===== src/rtl/tclt_pkg.sv =====
// Shared types, codes and defaults for the texture cache LRU table.
`default_nettype none
package tclt_pkg;

	// Default table depth
	localparam int unsigned ENTRIES_DEF = 256;

	// Action codes
	localparam logic [2:0] ACT_LOOKUP   = 3'd0;
	localparam logic [2:0] ACT_NORMAL   = 3'd1;
	localparam logic [2:0] ACT_EV_OLD   = 3'd2;
	localparam logic [2:0] ACT_EV_STALE = 3'd3;
	localparam logic [2:0] ACT_INVAL    = 3'd4;

	// Status codes
	localparam logic [2:0] ST_HIT     = 3'd0;
	localparam logic [2:0] ST_MISS    = 3'd1;
	localparam logic [2:0] ST_NOSPACE = 3'd2;
	localparam logic [2:0] ST_NOIMAGE = 3'd3;
	localparam logic [2:0] ST_MAINT   = 3'd4;

	localparam logic [8:0] CNT_MAX = 9'h1FF;

	typedef struct packed {
		logic [2:0]  action;
		logic [31:0] image_id;
		logic [31:0] image_version;
		logic [31:0] current_frame;
		logic [8:0]  evict_tries;
	} req_t;

	typedef struct packed {
		logic [2:0] status;
		logic [7:0] slot;
		logic       load_needed;
		logic       build_normal;
		logic [8:0] evicted_count;
	} rsp_t;

	// One table slot as stored in memory
	typedef struct packed {
		logic [31:0] tag;
		logic [31:0] last_use;
		logic [31:0] version;
		logic        is_normal;
	} entry_t;

	typedef enum logic [3:0] {
		S_CLEAR,
		S_IDLE,
		S_REC_RD,
		S_REC_CHK,
		S_SCAN,
		S_STALE,
		S_ALLOC,
		S_INVAL,
		S_OLD,
		S_OLD_CLR,
		S_DONE
	} state_t;

endpackage
`default_nettype wire


===== src/rtl/tclt_ctrl.sv =====
// Sequencer: scans, updates and evicts slots through the slot memory.
`default_nettype none
module tclt_ctrl import tclt_pkg::*; #(
	parameter int unsigned ENTRIES = ENTRIES_DEF,
	parameter int unsigned AW = $clog2(ENTRIES),
	parameter int unsigned CW = $clog2(ENTRIES + 1)
) (
	input  wire logic          clk,
	input  wire logic          arst_n,
	input  wire logic          start,
	input  wire req_t          req,
	output logic               busy,
	output logic               done,
	output rsp_t               rsp,
	output logic [AW-1:0]      rd_addr,
	input  wire entry_t        rd_data,
	output logic               wr_en,
	output logic [AW-1:0]      wr_addr,
	output entry_t             wr_data
);

	localparam logic [CW-1:0] CNT_ENTRIES = CW'(ENTRIES);
	localparam logic [CW-1:0] CNT_LAST    = CW'(ENTRIES - 1);
	localparam logic [AW-1:0] ADDR_LAST   = AW'(ENTRIES - 1);

	state_t        state_q, state_d;
	logic [CW-1:0] addr_q;
	logic [AW-1:0] addr_s1;
	logic          vld_s1;
	logic [AW-1:0] recent_q;
	logic          issue;

	req_t          req_q;
	logic [2:0]    status_q;
	logic [7:0]    slot_q;
	logic          load_q, build_q;
	logic [8:0]    cnt_q;
	logic [AW-1:0] avail_q, first_q, pick_q;
	logic          avail_vld_q, first_vld_q, pick_vld_q;
	logic [8:0]    tries_q;
	logic [31:0]   best_q;

	// Per-beat decode of the read data
	logic          want, is_lookup, hit, empty, stale, cand, last;
	logic          avail_any;
	logic [AW-1:0] alloc_addr;
	entry_t        touch_e, alloc_e;
	logic          touch_load, touch_build;

	assign want      = (req_q.action == ACT_NORMAL);
	assign is_lookup = (req_q.action inside {ACT_LOOKUP, ACT_NORMAL});
	assign hit       = (rd_data.tag == req_q.image_id);
	assign empty     = (rd_data.tag == 32'd0);
	assign stale     = (rd_data.last_use != 32'd0) && (rd_data.last_use < req_q.current_frame);
	assign cand      = (rd_data.last_use != 32'd0) && (rd_data.last_use < best_q);
	assign last      = vld_s1 && (addr_s1 == ADDR_LAST);
	assign avail_any = avail_vld_q || empty;
	assign alloc_addr = avail_vld_q ? avail_q : addr_s1;

	// Hit update of the entry just read
	always_comb begin
		touch_e          = rd_data;
		touch_load       = 1'b0;
		touch_build      = 1'b0;
		touch_e.last_use = req_q.current_frame;
		if (rd_data.version < req_q.image_version) begin
			touch_e.version   = req_q.image_version;
			touch_e.is_normal = 1'b0;
			touch_load        = 1'b1;
		end
		if (want && !touch_e.is_normal) begin
			touch_e.is_normal = 1'b1;
			touch_build       = 1'b1;
		end
	end

	always_comb begin
		alloc_e.tag       = req_q.image_id;
		alloc_e.last_use  = req_q.current_frame;
		alloc_e.version   = req_q.image_version;
		alloc_e.is_normal = want;
	end

	// Next state
	always_comb begin
		state_d = state_q;
		case (state_q)
			S_CLEAR: if (addr_q == CNT_LAST) state_d = S_IDLE;
			S_IDLE: begin
				if (start) begin
					case (req.action)
						ACT_LOOKUP, ACT_NORMAL:
							state_d = (req.image_id == 32'd0) ? S_DONE : S_REC_RD;
						ACT_EV_OLD:   state_d = (req.evict_tries == 9'd0) ? S_DONE : S_OLD;
						ACT_EV_STALE: state_d = S_STALE;
						ACT_INVAL:    state_d = S_INVAL;
						default:      state_d = S_DONE;
					endcase
				end
			end
			S_REC_RD:  state_d = S_REC_CHK;
			S_REC_CHK: state_d = hit ? S_DONE : S_SCAN;
			S_SCAN: begin
				if (vld_s1 && hit) state_d = S_DONE;
				else if (last) state_d = avail_any ? S_DONE : S_STALE;
			end
			S_STALE: begin
				if (last) begin
					state_d = (is_lookup && (first_vld_q || stale)) ? S_ALLOC : S_DONE;
				end
			end
			S_ALLOC: state_d = S_DONE;
			S_INVAL: if (last) state_d = S_DONE;
			S_OLD: if (last) state_d = (pick_vld_q || cand) ? S_OLD_CLR : S_DONE;
			S_OLD_CLR: state_d = (tries_q == 9'd1) ? S_DONE : S_OLD;
			S_DONE: state_d = S_IDLE;
			default: state_d = S_CLEAR;
		endcase
	end

	// Memory port and handshake outputs
	always_comb begin
		rd_addr = addr_q[AW-1:0];
		wr_en   = 1'b0;
		wr_addr = addr_s1;
		wr_data = '0;
		done    = 1'b0;
		case (state_q)
			S_CLEAR: begin
				wr_en   = 1'b1;
				wr_addr = addr_q[AW-1:0];
			end
			S_REC_RD: rd_addr = recent_q;
			S_REC_CHK: begin
				wr_en   = hit;
				wr_addr = recent_q;
				wr_data = touch_e;
			end
			S_SCAN: begin
				if (vld_s1 && hit) begin
					wr_en   = 1'b1;
					wr_data = touch_e;
				end else if (last && avail_any) begin
					wr_en   = 1'b1;
					wr_addr = alloc_addr;
					wr_data = alloc_e;
				end
			end
			S_STALE: wr_en = vld_s1 && stale;
			S_ALLOC: begin
				wr_en   = 1'b1;
				wr_addr = first_q;
				wr_data = alloc_e;
			end
			S_INVAL: wr_en = vld_s1;
			S_OLD_CLR: begin
				wr_en   = 1'b1;
				wr_addr = pick_q;
			end
			S_DONE: done = 1'b1;
			default: ;
		endcase
	end

	// Reads are issued in scan states only while the state holds
	assign issue = (state_q inside {S_SCAN, S_STALE, S_INVAL, S_OLD}) &&
		(state_d == state_q) && (addr_q < CNT_ENTRIES);
	assign busy = (state_q != S_IDLE);

	// Control registers
	always_ff @(posedge clk or negedge arst_n) begin
		if (!arst_n) begin
			state_q  <= S_CLEAR;
			addr_q   <= '0;
			vld_s1   <= 1'b0;
			recent_q <= '0;
		end else begin
			state_q <= state_d;
			vld_s1  <= issue;
			if (state_d != state_q) addr_q <= '0;
			else if (issue || state_q == S_CLEAR) addr_q <= addr_q + 1'b1;
			if (state_q == S_SCAN && vld_s1 && hit) recent_q <= addr_s1;
			else if (state_q == S_SCAN && last && avail_any) recent_q <= alloc_addr;
			else if (state_q == S_ALLOC) recent_q <= first_q;
		end
	end

	// Datapath registers
	always_ff @(posedge clk) begin
		addr_s1 <= addr_q[AW-1:0];
		case (state_q)
			S_IDLE: begin
				if (start) begin
					req_q       <= req;
					status_q    <= ((req.action inside {ACT_LOOKUP, ACT_NORMAL}) &&
						req.image_id == 32'd0) ? ST_NOIMAGE : ST_MAINT;
					slot_q      <= '0;
					load_q      <= 1'b0;
					build_q     <= 1'b0;
					cnt_q       <= '0;
					avail_vld_q <= 1'b0;
					first_vld_q <= 1'b0;
					pick_vld_q  <= 1'b0;
					tries_q     <= req.evict_tries;
					best_q      <= req.current_frame;
				end
			end
			S_REC_CHK: begin
				if (hit) begin
					status_q <= ST_HIT;
					slot_q   <= 8'(recent_q);
					load_q   <= touch_load;
					build_q  <= touch_build;
				end
			end
			S_SCAN: begin
				if (vld_s1 && hit) begin
					status_q <= ST_HIT;
					slot_q   <= 8'(addr_s1);
					load_q   <= touch_load;
					build_q  <= touch_build;
				end else if (vld_s1) begin
					if (empty && !avail_vld_q) begin
						avail_q     <= addr_s1;
						avail_vld_q <= 1'b1;
					end
					if (last && avail_any) begin
						status_q <= ST_MISS;
						slot_q   <= 8'(alloc_addr);
						load_q   <= 1'b1;
						build_q  <= want;
					end
				end
			end
			S_STALE: begin
				if (vld_s1 && stale) begin
					if (cnt_q != CNT_MAX) cnt_q <= cnt_q + 1'b1;
					if (!first_vld_q) begin
						first_q     <= addr_s1;
						first_vld_q <= 1'b1;
					end
				end
				if (last && is_lookup && !(first_vld_q || stale)) status_q <= ST_NOSPACE;
			end
			S_ALLOC: begin
				status_q <= ST_MISS;
				slot_q   <= 8'(first_q);
				load_q   <= 1'b1;
				build_q  <= want;
			end
			S_INVAL: begin
				if (vld_s1 && !empty && cnt_q != CNT_MAX) cnt_q <= cnt_q + 1'b1;
			end
			S_OLD: begin
				if (vld_s1 && cand) begin
					best_q     <= rd_data.last_use;
					pick_q     <= addr_s1;
					pick_vld_q <= 1'b1;
				end
			end
			S_OLD_CLR: begin
				if (cnt_q != CNT_MAX) cnt_q <= cnt_q + 1'b1;
				tries_q    <= tries_q - 1'b1;
				best_q     <= req_q.current_frame;
				pick_vld_q <= 1'b0;
			end
			default: ;
		endcase
	end

	assign rsp = '{status: status_q, slot: slot_q, load_needed: load_q,
		build_normal: build_q, evicted_count: cnt_q};

endmodule
`default_nettype wire


===== config.mk =====
export PLATFORM = sky130hd
export DESIGN_NAME = tclt_ctrl
export DESIGN_NICKNAME = d
export VERILOG_FILES = /design/src/rtl/tclt_pkg.sv /design/src/rtl/tclt_ctrl.sv
export SDC_FILE = /design/constraint.sdc
export NUM_CORES = 1
export LEC_CHECK = 0
export ABC_AREA = 1
export BUFFER_PORTS_ARGS = -buffer_cell sky130_fd_sc_hd__buf_2
export CORE_ASPECT_RATIO = 0.8
export CORE_MARGIN = 1.5
export CORE_UTILIZATION = 56
export CTS_BUF_LIST = sky130_fd_sc_hd__clkbuf_2
export CTS_CLUSTER_SIZE = 10
export DETAILED_ROUTE_END_ITERATION = 8
export GPL_TIMING_DRIVEN = 0
export HOLD_SLACK_MARGIN = 0.12
export PLACE_DENSITY_LB_ADDON = 0.08
export SLEW_MARGIN = 5
export SYNTH_ARGS = -nofsm -noshare
export SYNTH_HDL_FRONTEND = slang
export SYNTH_SLANG_ARGS = --single-unit

===== constraint.sdc =====
create_clock -name clk -period 5.1 [get_ports clk]
set_input_delay 0.255 -clock clk [delete_from_list [all_inputs] [get_ports clk]]
set_output_delay 0.255 -clock clk [all_outputs]
set_load 0.01 [all_outputs]

==> results of run 1 <==
cell usage in the layout (no fill, tap or decap), drive strengths merged, types with 12 or more instances in the layout:
cell type      n
inv          331
clkbuf       116
xnor2         14
edfxtp       189
nor2         143
nand3         41
dlygate4sd3  251
a21oi        102
o21ai        100
o211ai        36
nand4         25
o22ai         25
nand2        451
o221ai        12
buf          373
nor3          20
ha            99
xor2          16
a31oi         12
dfrtp         22
logic make-up (layout without fill, tap and decap cells):
logic type | after synthesis | count (layout)
adders and majority gates | 99 | 99
AOI/OAI and AO/OA | 317 | 317
DFF | 219 | 219
xor gates and xnor gates | 30 | 30
and+or+nand+nor | 703 | 703
buffers and inverters | 377 | 1081
other | 0 | 8
muxes | 2 | 2
how the worst max path moves through the flow:
| stage | from | end | slack (ns) | cells after the start |
|---|---|---|---|---|
| finish | rd_data[94] | wr_data[24] | 0.14 | 18 |
| floorplan | best_q[27]$_DFFE_PP_ | best_q[0]$_DFFE_PP_ | 0.80 | 11 |
| global route | rd_data[94] | wr_data[55] | 0.001 | 20 |
| global placement | rd_data[60] | best_q[27]$_DFFE_PP_ | -1.05 | 9 |
| CTS | rd_data[78] | wr_data[29] | 0.20 | 18 |
| detailed placement | alloc_e[72]$_DFFE_PP_ | wr_data[73] | 1.89 | 16 |
what timing repair did:
item                       4_1_cts  5_1_grt
resized for setup                0        3
hold endpoints to repair       209        0
setup endpoints to repair        0        8
hold buffers                   252        0
per-layer routing:
| layer | part of all wire, % | track usage (%) | vias to the layer above |
|---|---|---|---|
| li1 | - | - | 7187 |
| met1 | 39 | 48.4 | 7006 |
| met2 | 45 | 61.6 | 956 |
| met3 | 11 | 7.73 | 165 |
| met4 | 4.5 | 17.1 | 6 |
| met5 | 0.071 | 0 | - |
power by group through the flow:
stage	clock network (mW)	registers, mW	logic, mW
finish	1.28	2.04	0.719
detailed placement	0	2.08	0.536
global route	1.37	2.05	0.784
CTS	1.28	2.04	0.691
floorplan	0	2.07	0.294
global placement	0	2.08	0.506
cell type report:
| cell class | count | area [um2] | share of cell area, % |
|---|---|---|---|
| flip-flops and latches | 219 | 6390 | 32.6 |
| multi-input cells | 1151 | 6350 | 32.5 |
| repair buffers | 605 | 4450 | 22.7 |
| inverters | 330 | 1240 | 6.33 |
| clock buffers | 88 | 440 | 2.25 |
| well taps | 318 | 398 | 2.03 |
| plain buffers | 47 | 219 | 1.12 |
| clock inverters | 11 | 68.8 | 0.352 |
| diodes | 8 | 20.0 | 0.102 |
metrics by stage:
step                      hold WS [ns]  instance area [um2]  worst slack (ns)  utilization (%)
after floorplan                -0.0406                14200             0.799                -
after global placement           0.260                16300             -1.05             66.3
after detailed placement         0.266                16500              1.89             67.2
after CTS                        0.125                19500             0.202             79.5
after global routing             0.130                19600          0.000990             79.6
final                            0.191                19600             0.140             79.7
sequential cells by signal, summed over array words and instances (netlist names), 9 cells and up:
signal / cells
alloc_e: 96
addr_q: 9
tries_q: 9
best_q: 32
cnt_q: 9
==> out/summary.log, run 1 <==
[run_status] result of the run completed
[global_route] vias in the first global route 15,100
[synthesis] leading register cell type out of synthesis sky130_fd_sc_hd__edfxtp_1
[job] max cap viols 0
[detailed_routing] average detailed-routed wire length per instance 18.2 um
[floorplanning] die width 181 um
[clock_network] Clk Latency, worst-skew pair 0.93 ns
[worst_hold_path] Worst Hold Path EP alloc_e[3]$_DFFE_PP_
[power] Peak supply drop 0.252 mV
[power] power share of the clock group 31.7%
[critical_path] Worst Path Required 4.85 ns
[critical_path] WP data arrival 4.70 ns
[synthesis] most area-hungry cell type in the Yosys netlist sky130_fd_sc_hd__edfxtp_1
[timing] min cycle time layout 4.96 ns
[synthesis] portion of the post-synthesis area used by sequential elements 45.1%
[place] sum of net half-perimeters after detailed placement 35,000 um
[floorplanning] total core area 24,600 um2
[critical_path] CP cell instances dlygate4sd3_1 -> buf_2 -> nor2_1 -> dlygate4sd3_1 -> nand3_1 -> dlygate4sd3_1 -> nor2_1 -> dlygate4sd3_1 -> nand2_1 -> o21ai_0 -> nand2_2 -> inv_2 -> nand2_1 -> nand2_4 -> buf_2 -> nand2_1 -> a21oi_1 -> buf_2
[critical_path] critical path class in -> out
[power] Pint 2.84 mW
[timing] Final setup violation count 0
[global_route] maximum number of pins on one net before global-route repair 23
[power] standby leakage power 9.49 nW
[synthesis] number of standard cells after synthesis 1,747
[timing] Max Freq 202 MHz
[critical_path] Bufs and invs on worst path 8
[timing] slew at the pin closest to its max-slew limit 0.877 ns
[critical_path] endpoint of the worst register-to-register path cnt_q[5]$_SDFFCE_PN0P_
[floorplanning] Cell Rows 51
[power] overall power 4.04 mW
[critical_path] Top Family by Delay on Critical Path buffers and inverters
[detailed_routing] DR vias 15,300
[synthesis] biggest area contributors in the synthesized netlist sky130_fd_sc_hd__edfxtp_1 (40%), sky130_fd_sc_hd__nand2_1 (12%), sky130_fd_sc_hd__ha_1 (8.7%), sky130_fd_sc_hd__inv_1 (8.2%), sky130_fd_sc_hd__dfrtp_1 (3.9%)
[timing] hold violation total from the final report 0
[worst_hold_path] class of the most critical hold timing path in -> reg
[detailed_routing] Vias/cell 5.52
[critical_path] nature of the critical path startpoint input pin
[synthesis] portion of netlist area occupied by mux cells 0.141%
[synthesis] most common cell in the synthesized netlist sky130_fd_sc_hd__nand2_1
[synthesis] Synth Net Count 2,054
[critical_path] reg-to-reg critical path startpoint alloc_e[62]$_DFFE_PP_
[timing] RSZ-0062 raised after global routing no
[synthesis] register bit total from synthesis 219
[global_route] number of antenna violations at the first check in global routing 8
[clock_network] number of H-tree levels 2
[critical_path] Max stage delay on crit path 0.56 ns
[floorplanning] number of primary I/O pins 346
[timing] Fin Setup TNS 0 ns
[clock_network] cell at the root of the clock tree sky130_fd_sc_hd__clkbuf_2
[synthesis] number of different library cells in the post-synthesis netlist 51
[timing] headroom to the max-slew limit 41.5%
[synthesis] Yosys warning total 0
[critical_path] FF-to-FF path depth 11
[cells_and_area] share of post-route cells with drive strength above 1 21.0%
[worst_hold_path] number of instances on the worst hold path 2
[critical_path] Reg2Reg Setup Slack 1.91 ns
[synthesis] area share of the largest cell type after synthesis 40.1%
[cells_and_area] net count reported at finish 2,716
[clock_network] total setup buffers inserted after CTS 0
[critical_path] Worst setup EP type primary output
[detailed_routing] Detail Route Antenna Nets 0
[synthesis] parity-gate share of the synthesized area counting xor and xnor cells 1.86%
[cells_and_area] filler-free cell count of the finished design 2,777
[clock_network] maximum clock path buffer count 3
[timing] final worst path period share 97.3%
[clock_network] TritonCTS clock tree done
[global_route] total congestion overflow 0
[detailed_routing] DR iter-0 viols 1,450
[critical_path] critical path's most frequent cell sky130_fd_sc_hd__dlygate4sd3_1
[cells_and_area] number of filler instances in the final layout 1,681
[synthesis] synthesized-area fraction occupied by ao, oa, aoi and oai cells 13.2%
[clock_network] Clock Sinks 219
[place] number of port buffers 345
[place] gpl congestion 0.944
[detailed_routing] DRC viols 0
[detailed_routing] number of detailed-route iterations in the first pass 5
[global_route] first-pass GRT wire length 78,100 um
[floorplanning] floorplan die area 26,300 um2
[synthesis] adder and majority cell fraction of the synthesized area 8.75%
[clock_network] total CTS buffers 55
[floorplanning] effective utilization at floorplan 57.7%
[synthesis] area share of and/or/nand/nor cells after synthesis 20.7%
[global_route] global-route usage over all layers 37.7%
[synthesis] largest family of logic cells by synthesized area simple AND/OR/NAND/NOR gates
[timing] largest clock skew in the final design 0.0621 ns
[power] proportion of power drawn by combinational gates 17.8%
[critical_path] CP max FO 10
[clock_network] clock slew seen by the registers of the worst setup and hold paths 0.09 ns
[cells_and_area] Layout area overhead 38.2%
[place] number of instances in the placed design 2,418
[worst_hold_path] Worst Min Path Start req[43]
[power] ratio of total power to cell area 207 nW/um2
[synthesis] share of flip-flops with an asynchronous set or reset 10.0%
[critical_path] master of the slowest instance on the critical path sky130_fd_sc_hd__dlygate4sd3_1
[detailed_routing] post-detailed-routing wire length 50,500 um
[power] proportion of total power due to net switching 29.7%
[floorplanning] height of the chip 145 um
[power] register share of total power 50.5%
[synthesis] Avg Inst Size Synth 8.11 um2
[synthesis] Post-synth EDFFs 189
[synthesis] mapped cell area 14,200 um2
[timing] final count of pins violating max slew 0
[synthesis] Commonest cells post-synth sky130_fd_sc_hd__nand2_1 (442), sky130_fd_sc_hd__inv_1 (310), sky130_fd_sc_hd__edfxtp_1 (189)
[power] total net switching power 1.20 mW
Power figures use the tool's default switching activity.
==> run 2, diff against run 1 <==
ABC_AREA = not set   (was 1)
CORE_UTILIZATION = 55   (was 56)
==> out/summary.log, run 2 <==
[detailed_routing] Detail Route Antenna Nets 0 [unchanged]
[synthesis] number of different library cells in the post-synthesis netlist 82 [+61%]
[clock_network] hold bufs inserted after CTS 188 [-25%]
[power] register share of total power 39.2% [-11 points]
[clock_network] clock slew seen by the registers of the worst setup and hold paths 0.13 ns [+0.04 ns]
[critical_path] critical path class reg -> out
[timing] RSZ-0062 raised after global routing no
[clock_network] cell at the root of the clock tree sky130_fd_sc_hd__clkbuf_2
[critical_path] WP data arrival 3.98 ns [-0.72 ns]
[clock_network] number of H-tree levels 2 [unchanged]
[power] proportion of total power due to net switching 40.6% [+11 points]
[worst_hold_path] class of the most critical hold timing path in -> reg
[global_route] global-route usage over all layers 36.5% [-1.3 points]
[worst_hold_path] Worst Min Path Start req[77]
[critical_path] nature of the critical path startpoint register
[synthesis] Yosys warning total 0 [unchanged]
[timing] final worst path period share 83.0% [-14 points]
[synthesis] Commonest cells post-synth sky130_fd_sc_hd__edfxtp_1 (189), sky130_fd_sc_hd__inv_1 (110), sky130_fd_sc_hd__nand2_1 (104)
[critical_path] CP max FO 10 [unchanged]
[global_route] first-pass GRT wire length 69,900 um [-11%]
[floorplanning] die width 177 um [-2.1%]
[global_route] vias in the first global route 13,000 [-14%]
[power] standby leakage power 8.20 nW [-14%]
[synthesis] most common cell in the synthesized netlist sky130_fd_sc_hd__edfxtp_1
[synthesis] area share of the largest cell type after synthesis 42.6% [+2.5 points]
[synthesis] register bit total from synthesis 219 [unchanged]
[synthesis] Avg Inst Size Synth 10.6 um2 [+31%]
[detailed_routing] number of detailed-route iterations in the first pass 5 [unchanged]
[clock_network] total CTS buffers 54 [-1.8%]
[synthesis] portion of the post-synthesis area used by sequential elements 47.9% [+2.8 points]
[critical_path] FF-to-FF path depth 7 [-4]
[clock_network] Clock Sinks 219 [unchanged]
[timing] Max Freq 236 MHz [+17%]
[cells_and_area] Largest register FFs 96 [unchanged]
[synthesis] Synth Net Count 1,566 [-24%]
[clock_network] post-cts resize count 0 [unchanged]
[timing] Hold WS 0.150 ns [-0.0407 ns]
[clock_network] total setup buffers inserted after CTS 0 [unchanged]
[critical_path] Reg2Reg Setup Slack 1.52 ns [-0.39 ns]
[critical_path] master of the slowest instance on the critical path sky130_fd_sc_hd__nor4_1
[power] Peak supply drop 0.268 mV [+6.2%]
[detailed_routing] DRC viols 0 [unchanged]
[power] power share of the clock group 19.8% [-12 points]
[critical_path] endpoint of the worst register-to-register path load_q$_DFFE_PP_
[detailed_routing] DR iter-0 viols 1,099 [-24%]
[critical_path] CP cell instances xor2_1 -> nor4_1 -> nand3_1 -> nor3_2 -> inv_2 -> nand2_1 -> o21ai_2 -> clkbuf_1 -> a22o_1 -> buf_2
[synthesis] most area-hungry cell type in the Yosys netlist sky130_fd_sc_hd__edfxtp_1
[detailed_routing] average detailed-routed wire length per instance 21.1 um [+16%]
[power] overall power 6.39 mW [+58%]
[cells_and_area] net count reported at finish 2,169 [-20%]
[critical_path] Bufs and invs on worst path 3 [-5]
[floorplanning] effective utilization at floorplan 56.5% [-1.2 points]
[critical_path] reg-to-reg critical path startpoint addr_s1[0]$_DFF_P_
[floorplanning] floorplan die area 25,200 um2 [-4.1%]
[clock_network] maximum clock path buffer count 3 [unchanged]
[worst_hold_path] number of instances on the worst hold path 2 [unchanged]
[run_status] result of the run completed
[clock_network] Clk Latency, worst-skew pair 0.86 ns [-0.07 ns]
[cells_and_area] commonest cells after routing, fill and taps aside sky130_fd_sc_hd__buf_2 (357), sky130_fd_sc_hd__dlygate4sd3_1 (197), sky130_fd_sc_hd__edfxtp_1 (189)
[cells_and_area] share of post-route cells with drive strength above 1 26.2% [+5.1 points]
[place] gpl congestion 0.950 [+0.65%]
[critical_path] Top Family by Delay on Critical Path simple AND/OR/NAND/NOR gates
[timing] hold violation total from the final report 0 [unchanged]
[timing] Final setup violation count 0 [unchanged]
[job] max cap viols 0 [unchanged]
[detailed_routing] DR vias 12,900 [-16%]
[critical_path] Worst setup EP type primary output
[timing] largest clock skew in the final design 0.0545 ns [-0.00758 ns]
[detailed_routing] post-detailed-routing wire length 46,900 um [-7.1%]
[timing] slew at the pin closest to its max-slew limit 1.22 ns [+0.340 ns]
[power] total net switching power 2.59 mW [+120%]
[global_route] number of antenna violations at the first check in global routing 5 [-3]
[floorplanning] height of the chip 142 um [-2.1%]
[timing] headroom to the max-slew limit 18.6% [-23 points]
[worst_hold_path] Worst Hold Path EP alloc_e[69]$_DFFE_PP_
[floorplanning] total core area 23,600 um2 [-4.0%]
[power] proportion of power drawn by combinational gates 41.0% [+23 points]
[synthesis] mapped cell area 13,300 um2 [-5.9%]
[synthesis] share of flip-flops with an asynchronous set or reset 10.0% [unchanged]
[global_route] total congestion overflow 0 [unchanged]
[timing] final count of pins violating max slew 0 [unchanged]
[timing] min cycle time layout 4.23 ns [-0.727 ns]
[cells_and_area] number of filler instances in the final layout 1,654 [-1.6%]
[synthesis] Post-synth EDFFs 189 [unchanged]
[floorplanning] Cell Rows 50 [-2.0%]
[cells_and_area] most frequent standard cell in the layout excluding fill and tap cells sky130_fd_sc_hd__buf_2
[power] Pint 3.80 mW [+34%]
[power] ratio of total power to cell area 354 nW/um2 [+71%]
[floorplanning] number of primary I/O pins 346 [unchanged]
[critical_path] Worst Path Required 4.85 ns [about the same]
[place] number of port buffers 345 [unchanged]
[place] sum of net half-perimeters after detailed placement 32,900 um [-6.1%]
[clock_network] TritonCTS clock tree done
[synthesis] leading register cell type out of synthesis sky130_fd_sc_hd__edfxtp_1
[synthesis] number of standard cells after synthesis 1,259 [-28%]
[detailed_routing] Vias/cell 5.80 [+5.1%]
[synthesis] biggest area contributors in the synthesized netlist sky130_fd_sc_hd__edfxtp_1 (43%), sky130_fd_sc_hd__ha_1 (9.3%), sky130_fd_sc_hd__a22o_1 (4.3%), sky130_fd_sc_hd__dfrtp_1 (4.1%), sky130_fd_sc_hd__o21ai_0 (3.3%)
[critical_path] Max stage delay on crit path 0.58 ns [+0.02 ns]
[cells_and_area] Layout area overhead 35.5%
[global_route] maximum number of pins on one net before global-route repair 71 [+210%]
## run 2: how the worst max path moves through the flow
| stage | start | end | slack (ns) | depth (start not counted) |
|---|---|---|---|---|
| 2_1_floorplan | best_q[17]$_DFFE_PP_ | best_q[0]$_DFFE_PP_ | 1.13 | 9 |
| 3_3_place_gp | rd_data[50] | best_q[28]$_DFFE_PP_ | -0.09 | 9 |
| 3_5_place_dp | addr_s1[6]$_DFF_P_ | slot_q[1]$_DFFE_PP_ | 1.72 | 7 |
| 4_1_cts | alloc_e[69]$_DFFE_PP_ | wr_data[21] | 0.94 | 11 |
| 5_1_grt | alloc_e[69]$_DFFE_PP_ | wr_data[82] | 0.62 | 10 |
| 6_report | alloc_e[69]$_DFFE_PP_ | wr_data[82] | 0.87 | 10 |
## run 2: power by group through the flow
stage	sequential (mW)	clock [mW]	combinational, mW
finish	2.51	1.26	2.62
detailed placement	2.54	0	2.43
CTS	2.50	1.26	2.55
global placement	2.56	0	2.34
floorplan	2.52	0	1.52
global route	2.53	1.36	2.84
## run 2: layout make-up
type / instances / area (um2) / area share (%)
clock buffer: 79 / 395 / 2.19
buffer: 54 / 298 / 1.65
timing repair buffer: 547 / 3780 / 21.0
sequential: 219 / 6390 / 35.4
antenna: 4 / 10.0 / 0.0554
inverter: 113 / 427 / 2.36
clock inverter: 23 / 123 / 0.679
multi-input combinational: 873 / 6240 / 34.6
tap: 312 / 390 / 2.16
## run 2: cells by family (layout without fill, tap and decap cells)
family                   after synthesis  count (layout)  share of synthesized area (%)
AND/OR/NAND/NOR                      321             321                           12.0
buffers and inverters                167             816                           5.42
AO/OA/AOI/OAI                        349             349                           18.0
XOR/XNOR                              55              55                           3.67
other                                  0               4                              0
flip-flops                           219             219                           47.9
adder cells (fa/ha/maj)               99              99                           9.30
multiplexers                          49              49                           3.74
## run 2: worst register-to-register path, stage by stage, from the launching register on
cell                      delay [ns]
sky130_fd_sc_hd__dfxtp_1        0.50
sky130_fd_sc_hd__nand4_1        0.24
sky130_fd_sc_hd__nor3_1         0.52
sky130_fd_sc_hd__buf_2          0.34
sky130_fd_sc_hd__o21ai_0        0.20
sky130_fd_sc_hd__a21oi_1        0.25
sky130_fd_sc_hd__o21ai_0        0.17
sky130_fd_sc_hd__nor2_1         0.96
## run 2: metrics by stage
stage / setup TNS (ns) / setup WS (ns) / cell area (um2) / instances / utilization, %
2_1_floorplan: 0 / 1.13 / 13300 / 1259 / -
3_3_place_gp: -2.90 / -0.0890 / 15400 / 1916 / 65.5
3_5_place_dp: 0 / 1.72 / 15500 / 1920 / 65.8
4_1_cts: 0 / 0.940 / 17900 / 2210 / 76.0
5_1_grt: 0 / 0.620 / 18100 / 2224 / 76.5
6_report: 0 / 0.868 / 18100 / 2224 / 76.5
## run 2: metal layers
metal	track usage [%]	wire, um	up-vias
met4	14.9	1840	0
li1	-	-	5965
met1	47.0	18500	6047
met2	59.2	21900	752
met3	8.73	4750	131
met5	0	0	-
